==> config.mk <==
export PLATFORM = sky130hd
export DESIGN_NAME = sd_spi_command_engine
export DESIGN_NICKNAME = d
export VERILOG_FILES = /design/src/sv/sdspi_pkg.sv /design/src/sv/sd_spi_command_engine.sv
export SDC_FILE = /design/constraint.sdc
export NUM_CORES = 1
export LEC_CHECK = 0
export CAP_MARGIN = 10
export CORE_UTILIZATION = 40
export DETAILED_ROUTE_END_ITERATION = 7
export DONT_BUFFER_PORTS = 1
export SETUP_SLACK_MARGIN = 0.5
export SLEW_MARGIN = 20
export SYNTH_ARGS = -nofsm -noshare
export SYNTH_HDL_FRONTEND = slang
export SYNTH_SLANG_ARGS = --single-unit
==> constraint.sdc <==
create_clock -name clk -period 7.8 [get_ports clk]
set_input_delay 1.17 -clock clk [delete_from_list [all_inputs] [get_ports clk]]
set_output_delay 1.17 -clock clk [all_outputs]
set_load 0.05 [all_outputs]
==> src/sv/sdspi_pkg.sv <==
// Package for the SD SPI-mode command engine: request and result structs,
// byte constants, command codes, register indexes and the frame byte function.
// No dependencies.
package sdspi_pkg;

  typedef struct packed {
    logic        operation;
    logic [5:0]  command_index;
    logic [31:0] argument;
    logic [7:0]  rx_byte;
  } sdspi_in_t;

  typedef struct packed {
    logic       slot_request;
    logic [7:0] tx_byte;
    logic       card_select;
    logic       done_res;
    logic       failed;
    logic       data_follows;
  } sdspi_out_t;

  localparam logic       OP_START = 1'b0;
  localparam logic       OP_SLOT  = 1'b1;

  localparam logic [5:0] CMD_RESET      = 6'd0;
  localparam logic [5:0] CMD_READ_BLOCK = 6'd17;

  localparam logic [7:0] BYTE_IDLE       = 8'hff;
  localparam logic [7:0] BYTE_CRC_RESET  = 8'h95;
  localparam logic [7:0] BYTE_CMD_MARK   = 8'h40;
  localparam logic [7:0] BYTE_TOKEN      = 8'hfe;
  localparam logic [7:0] BYTE_R1_IDLE    = 8'h01;
  localparam logic [7:0] BYTE_R1_READY   = 8'h00;

  localparam int CFG_INDEX_W = 2;
  localparam int CFG_DATA_W  = 16;
  localparam logic [CFG_INDEX_W-1:0] CFG_PREAMBLE_LENGTH = 2'd0;
  localparam logic [CFG_INDEX_W-1:0] CFG_POLL_LIMIT      = 2'd1;
  localparam logic [CFG_INDEX_W-1:0] CFG_ATTEMPT_LIMIT   = 2'd2;

  localparam logic [9:0]  PREAMBLE_RESET = 10'd300;
  localparam logic [15:0] POLL_RESET     = 16'd1000;
  localparam logic [3:0]  ATTEMPT_RESET  = 4'd5;
  localparam logic [3:0]  ATTEMPT_MAX    = 4'd15;
  localparam logic [2:0]  FRAME_LAST     = 3'd5;

  // Byte i of a six-byte command frame: command, argument MSB first, then the CRC byte (0x95 for reset, else 0xff).
  function automatic logic [7:0] frame_byte(input logic [5:0] cmd,
                                            input logic [31:0] arg,
                                            input logic [2:0] idx);
    logic [7:0] b;
    case (idx)
      3'd0:    b = {2'b00, cmd} | BYTE_CMD_MARK;
      3'd1:    b = arg[31:24];
      3'd2:    b = arg[23:16];
      3'd3:    b = arg[15:8];
      3'd4:    b = arg[7:0];
      default: b = (cmd == CMD_RESET) ? BYTE_CRC_RESET : BYTE_IDLE;
    endcase
    return b;
  endfunction

endpackage

==> src/sv/sd_spi_command_engine.sv <==
// SD/MMC SPI-mode command engine, top level.
// Depends on sdspi_pkg for payload structs, constants and frame_byte().

// Runs one SPI-mode command, one byte exchange per request. A start request
// latches the command index and argument; each following slot request reports
// the byte received in the exchange just finished, and every request yields
// exactly one result telling the byte controller whether to exchange another
// byte (and which one), the chip-select level, and on completion whether the
// command failed or whether block data follows with the card left selected.
// A reset command (index 0) is preceded by preamble_length 0xff bytes with
// the card deselected; R1 is polled for up to poll_limit reads plus one
// discarded read on timeout; a failed attempt is retried until attempt_limit
// attempts have been made. The block has a request register and a result
// register with all decision logic between them: a request is accepted every
// cycle, and its result is computed from the request register and written
// to the result register, so requests stream back to back while results are
// taken. A result that waits for out_ready holds the request behind it in the
// request register, and in_ready stays low until the result is taken. In use
// the rate is set by the SPI byte exchange. Configuration writes take effect at
// once and must be made while no command is in progress.
module sd_spi_command_engine
  import sdspi_pkg::*;
(
  input  logic                   clk,
  input  logic                   rst,
  input  logic                   in_valid,
  output logic                   in_ready,
  input  sdspi_in_t              in_data,
  output logic                   out_valid,
  input  logic                   out_ready,
  output sdspi_out_t             out_data,
  input  logic                   cfg_write,
  input  logic [CFG_INDEX_W-1:0] cfg_index,
  input  logic [CFG_DATA_W-1:0]  cfg_data
);

  typedef enum logic [2:0] {
    PH_IDLE,
    PH_PREAMBLE,
    PH_FRAME,
    PH_RESP,
    PH_TOKEN,
    PH_TRAIL_OK,
    PH_TRAIL_FAIL
  } phase_t;

  // Configuration registers.
  logic [9:0]  preamble_length;
  logic [15:0] poll_limit;
  logic [3:0]  attempt_limit;

  // Request register.
  logic      req_valid;
  sdspi_in_t req;

  // Command state.
  phase_t      phase, phase_next;
  logic [3:0]  attempt_count, attempt_count_next;
  logic [15:0] poll_count, poll_count_next;
  logic [2:0]  frame_byte_index, frame_byte_index_next;
  logic [9:0]  preamble_count, preamble_count_next;
  logic [5:0]  held_command, held_command_next;
  logic [31:0] held_argument, held_argument_next;
  logic        select_level, select_level_next;

  // Result register.
  sdspi_out_t res, res_next;
  logic       res_valid;

  logic fire;
  logic launch;
  logic frame_go;
  logic poll_timeout;
  logic poll_hit;
  logic [7:0] expect_byte;
  logic [3:0] attempt_inc;

  // The request is processed when the result register is free or draining.
  assign fire     = req_valid && (!res_valid || out_ready);
  assign in_ready = !req_valid || fire;

  assign out_valid = res_valid;
  assign out_data  = res;

  // A poll times out once poll_limit reads have missed; the read that
  // arrives then is discarded whatever it holds.
  assign expect_byte  = (phase == PH_TOKEN) ? BYTE_TOKEN :
                        (held_command == CMD_RESET) ? BYTE_R1_IDLE : BYTE_R1_READY;
  assign poll_timeout = poll_count >= poll_limit;
  assign poll_hit     = req.rx_byte == expect_byte;
  assign attempt_inc  = (attempt_count < ATTEMPT_MAX) ? attempt_count + 4'd1
                                                       : attempt_count;

  always_comb begin
    phase_next            = phase;
    attempt_count_next    = attempt_count;
    poll_count_next       = poll_count;
    frame_byte_index_next = frame_byte_index;
    preamble_count_next   = preamble_count;
    held_command_next     = held_command;
    held_argument_next    = held_argument;
    select_level_next     = select_level;
    launch                = 1'b0;
    frame_go              = 1'b0;
    res_next              = '0;

    if (req.operation == OP_START) begin
      // A start aborts whatever is running and begins a fresh command.
      held_command_next  = req.command_index;
      held_argument_next = req.argument;
      attempt_count_next = '0;
      launch             = 1'b1;
    end else begin
      unique case (phase)
        PH_PREAMBLE: begin
          if (preamble_count < preamble_length) begin
            preamble_count_next  = preamble_count + 10'd1;
            res_next.slot_request = 1'b1;
            res_next.tx_byte      = BYTE_IDLE;
          end else begin
            frame_go = 1'b1;
          end
        end
        PH_FRAME: begin
          if (frame_byte_index < FRAME_LAST) begin
            frame_byte_index_next = frame_byte_index + 3'd1;
            res_next.slot_request = 1'b1;
            res_next.tx_byte      = frame_byte(held_command, held_argument,
                                                frame_byte_index + 3'd1);
          end else begin
            phase_next            = PH_RESP;
            poll_count_next       = '0;
            res_next.slot_request = 1'b1;
            res_next.tx_byte      = BYTE_IDLE;
          end
        end
        PH_RESP, PH_TOKEN: begin
          res_next.slot_request = 1'b1;
          res_next.tx_byte      = BYTE_IDLE;
          if (poll_timeout) begin
            select_level_next = 1'b0;
            phase_next        = PH_TRAIL_FAIL;
          end else if (!poll_hit) begin
            poll_count_next = poll_count + 16'd1;
          end else if (phase == PH_TOKEN) begin
            // Start token found: the card stays selected for the data.
            phase_next            = PH_IDLE;
            res_next.slot_request = 1'b0;
            res_next.tx_byte      = '0;
            res_next.done_res     = 1'b1;
            res_next.data_follows = 1'b1;
          end else if (held_command == CMD_READ_BLOCK) begin
            phase_next      = PH_TOKEN;
            poll_count_next = '0;
          end else begin
            select_level_next = 1'b0;
            phase_next        = PH_TRAIL_OK;
          end
        end
        PH_TRAIL_OK, PH_TRAIL_FAIL: begin
          attempt_count_next = attempt_inc;
          if (phase == PH_TRAIL_OK) begin
            phase_next        = PH_IDLE;
            res_next.done_res = 1'b1;
          end else if (attempt_inc < attempt_limit) begin
            launch = 1'b1;
          end else begin
            phase_next        = PH_IDLE;
            res_next.done_res = 1'b1;
            res_next.failed   = 1'b1;
          end
        end
        default: begin
          // Slot while idle is ignored.
          phase_next = PH_IDLE;
        end
      endcase
    end

    // Begin an attempt: reset commands get the deselected preamble first.
    if (launch) begin
      if (held_command_next == CMD_RESET) begin
        select_level_next = 1'b0;
        if (preamble_length != '0) begin
          phase_next            = PH_PREAMBLE;
          preamble_count_next   = 10'd1;
          res_next.slot_request = 1'b1;
          res_next.tx_byte      = BYTE_IDLE;
        end else begin
          frame_go = 1'b1;
        end
      end else begin
        frame_go = 1'b1;
      end
    end

    // Select the card and send the first frame byte.
    if (frame_go) begin
      select_level_next     = 1'b1;
      phase_next            = PH_FRAME;
      frame_byte_index_next = '0;
      res_next.slot_request = 1'b1;
      res_next.tx_byte      = frame_byte(held_command_next, held_argument_next, 3'd0);
    end

    res_next.card_select = select_level_next;
  end

  always_ff @(posedge clk) begin
    if (rst) begin
      preamble_length  <= PREAMBLE_RESET;
      poll_limit       <= POLL_RESET;
      attempt_limit    <= ATTEMPT_RESET;
      req_valid        <= 1'b0;
      res_valid        <= 1'b0;
      phase            <= PH_IDLE;
      attempt_count    <= '0;
      poll_count       <= '0;
      frame_byte_index <= '0;
      preamble_count   <= '0;
      held_command     <= '0;
      held_argument    <= '0;
      select_level     <= 1'b0;
    end else begin
      if (cfg_write) begin
        case (cfg_index)
          CFG_PREAMBLE_LENGTH: preamble_length <= cfg_data[9:0];
          CFG_POLL_LIMIT:      poll_limit      <= cfg_data;
          CFG_ATTEMPT_LIMIT:   attempt_limit   <= cfg_data[3:0];
          default:             ;
        endcase
      end

      if (in_ready) begin
        req_valid <= in_valid;
      end

      if (fire) begin
        res_valid        <= 1'b1;
        phase            <= phase_next;
        attempt_count    <= attempt_count_next;
        poll_count       <= poll_count_next;
        frame_byte_index <= frame_byte_index_next;
        preamble_count   <= preamble_count_next;
        held_command     <= held_command_next;
        held_argument    <= held_argument_next;
        select_level     <= select_level_next;
      end else if (out_ready) begin
        res_valid <= 1'b0;
      end
    end
  end

  // Payload registers, no reset needed.
  always_ff @(posedge clk) begin
    if (in_valid && in_ready) begin
      req <= in_data;
    end
    if (fire) begin
      res <= res_next;
    end
  end

endmodule
==> results.json <==
{
  "switching_share_pct": 25.5,
  "synthFlopType": "dfxtp_1",
  "placed_cell_area_mm2": 0.00793,
  "finalPower_mw": 1.92,
  "yosys.area_share.simple_pct": 19.6,
  "yosys-top-cells-area": "dfxtp_1 28%, edfxtp_1 23%, nand2_1 6.8%, ha_1 5.8%, a21oi_1 5.6%",
  "cts_buffer_depth": 2,
  "cts-root-buf": "clkbuf_16",
  "rsz0062_at_grt": "false",
  "drv_cap": 0,
  "grt_pass1_vias": 5400,
  "die_h_um": 141,
  "synth.mux.area_fraction_pct": 2.22,
  "numCtsBuffers": 17,
  "worstPathArrival_ns": 3.95,
  "pwr-share-comb_pct": 4.9,
  "routedWlPerCell_um": 16.2,
  "layout.cells.non_filler": 1084,
  "io-pin-count": 85,
  "final_layout_size_suffix_gt1_share_pct": 7.28,
  "syn_area_per_cell_um2": 9.34,
  "synth-xor-area-share_pct": 1.93,
  "met1_length_um": 8190,
  "timing.rr.end": "poll_count[12]",
  "pwr-share-seq_pct": 50.8,
  "cp-start-kind": "register",
  "n_antenna_cell": 0,
  "dieWidth_um": 141,
  "leakagePower_nw": 3.08,
  "min_period_ns": 3.59,
  "yosys.area.top_type_share_pct": 27.8,
  "finClkSkew_ns": 0.00849,
  "fin_nets": 917,
  "wl_met2_um": 8230,
  "synth_compound_area_share_pct": 15.4,
  "synth_area_leader_cell": "dfxtp_1",
  "wl_met3_um": 883,
  "synth.distinct_cells": 63,
  "yosys.area_share.adder_pct": 5.84,
  "dp_hpwl_um": 12300,
  "antenna_found_initial": 0,
  "startpoint": "phase[2]",
  "power_density_mw_per_mm2": 225,
  "drt_first_pass_iters": 5,
  "clkTransAtPathRegs_ns": 0.07,
  "portBuffers": 0,
  "slew_violations": 0,
  "clock.fmax_mhz": 279,
  "rows": 50,
  "synth_top_family_by_area": "simple AND/OR/NAND/NOR gates",
  "ys_ff_latch": 167,
  "critPathCaptureType": "register",
  "hold_depth": 2,
  "dieArea_mm2": 0.0198,
  "r2r_start": "phase[2]",
  "cts_post_setup_buffers_inserted": 0,
  "overflow": 0,
  "relSlewSlack_pct": 26.5,
  "drtAntennaViolNets": 0,
  "final_cell_mix": "138 x nand2_1, 107 x dfxtp_1, 87 x a21oi_1",
  "yosysSeqAreaShare_pct": 51.1,
  "synth-edff-count": 60,
  "synthesis.nets": 932,
  "syn_inst": 826,
  "gp_congestion": 0.818,
  "async_flop_share_pct": 0,
  "initial_core_util_pct": 41.0,
  "worstPathRequired_ns": 8.16,
  "finalCritPeriodShare_pct": 46.0,
  "crit_end": "poll_count[12]",
  "rr_worst_depth": 7,
  "core_mm2": 0.0188,
  "setup-violations-final": 0,
  "highest_layer": "met4",
  "cts_tree": "done",
  "num_vias": 5742,
  "hold_viol_final": 0,
  "ys_warn_count": 0,
  "tns_ns": 0,
  "drtIter0Drc": 347,
  "hold_ws_ns": 0.453,
  "fill_cells": 1819,
  "clock-sinks": 167,
  "track_usage_pct": 18.4,
  "internal_power_mw": 1.43,
  "worst_slew_pin_slew_ns": 1.10,
  "area_growth_pct": 10.7,
  "power_switching_mw": 0.490,
  "grt_max_degree": 75,
  "cts_hold_buf": 0,
  "worstSetupPathType": "reg -> reg",
  "final_area_mm2": 0.00854,
  "hold_path.class": "reg -> reg",
  "clock_latency_ns": 0.43,
  "grt_pass1_wl_um": 28300,
  "placed_cells": 1052,
  "totalWireLength_um": 17500,
  "clkPwrFrac_pct": 44.3,
  "ir_drop_v": 0.000198,
  "r2r_slack_ns": 4.21,
  "layout_commonest_cell": "nand2_1",
  "drc": 0,
  "cts_resized": 0,
  "status": "completed",
  "crit_path_max_fanout": 19,
  "netlist_area_mm2": 0.00771,
  "vias_per_cell": 5.30,
  "htree_levels": 4
}
[Yosys cell counts (all sizes together) (2+ instances only)]
cell type and number:
nand2 139, dfxtp 107, a21oi 87, nor2 72, edfxtp 60, inv 41, ha 36, clkbuf 31
o21ai 23, nor3 21, xnor2 16, nor4 15, o211ai 15, nand3 13, a211oi 12, mux2 9
nand2b 9, and3 8, a222oi 7, mux2i 7, or4 7, and2 6, buf 6, nand4 6
nor2b 6, o21a 6, a22oi 5, a311oi 5, a31oi 4, nand3b 4, o31a 4, or2 4
or3 4, a21bo 3, nor4b 2, o211a 2, o31ai 2, or2b 2
[power groups by stage]
stage | registers [mW] | logic [mW] | clock network (mW)
CTS | 0.977 | 0.0951 | 0.873
finish | 0.976 | 0.0942 | 0.852
global placement | 0.996 | 0.0928 | 0
detailed placement | 0.996 | 0.0949 | 0
floorplan | 0.985 | 0.0818 | 0
global route | 0.980 | 0.108 | 0.907
[worst max-delay path, cell delays in order (launching register included)]
cell and delay (ns):
dfxtp_1 0.71, or3b_2 0.55, nor3_1 0.38, a41oi_2 0.14, o21ai_1 0.92, nor2_1 0.22, a21o_1 0.39, a21oi_1 0.19
[logic make-up after synthesis]
group | after synthesis
flops | 167
simple gates | 324
buf+inv | 79
mux | 16
xor+xnor | 17
fa+ha+maj | 36
compound gates | 187
[registers in the layout, summed over array words and instances (netlist names), 3 cells and up]
signal            flops
attempt_count         4
held_argument        32
preamble_count       10
req                  47
frame_byte_index      3
preamble_length      10
attempt_limit         4
poll_limit           16
held_command          6
out_data             13
poll_count           16
phase                 3
[worst min-delay path by stage]
| stage | startpoint | end | slack, ns |
|---|---|---|---|
| detailed placement | held_argument[21] | held_argument[21] | 0.44 |
| CTS | held_argument[21] | held_argument[21] | 0.45 |
| global route | poll_limit[11] | poll_limit[11] | 0.47 |
| floorplan | held_argument[0] | held_argument[0] | 0.43 |
| global placement | held_argument[19] | held_argument[19] | 0.44 |
| finish | poll_limit[13] | poll_limit[13] | 0.45 |
[through the flow]
stage / setup WS [ns] / util, %
5_1_grt: 3.97 / 45.3
4_1_cts: 4.20 / 45.3
6_report: 4.21 / 45.3
3_5_place_dp: 3.83 / 42.1
3_3_place_gp: 3.56 / 42.1
2_1_floorplan: 4.59 / -
[metal layers]
metal | up-vias | GRT usage (%)
li1 | 2919 | -
met1 | 2690 | 23.8
met2 | 117 | 29.5
met3 | 16 | 5.47
met4 | 0 | 6.01
met5 | - | 0
[final cells by class]
cell class              count  area, um^2  area share (%)
clock buffers              17         425            4.98
flip-flops and latches    167        3940            46.2
inverters                  42         158            1.85
repair buffers              3        22.5           0.264
clock inverters            15         173            2.02
well taps                 260         325            3.81
multi-input cells         580        3490            40.9
Note: power is estimated with default switching activity, not from simulation.
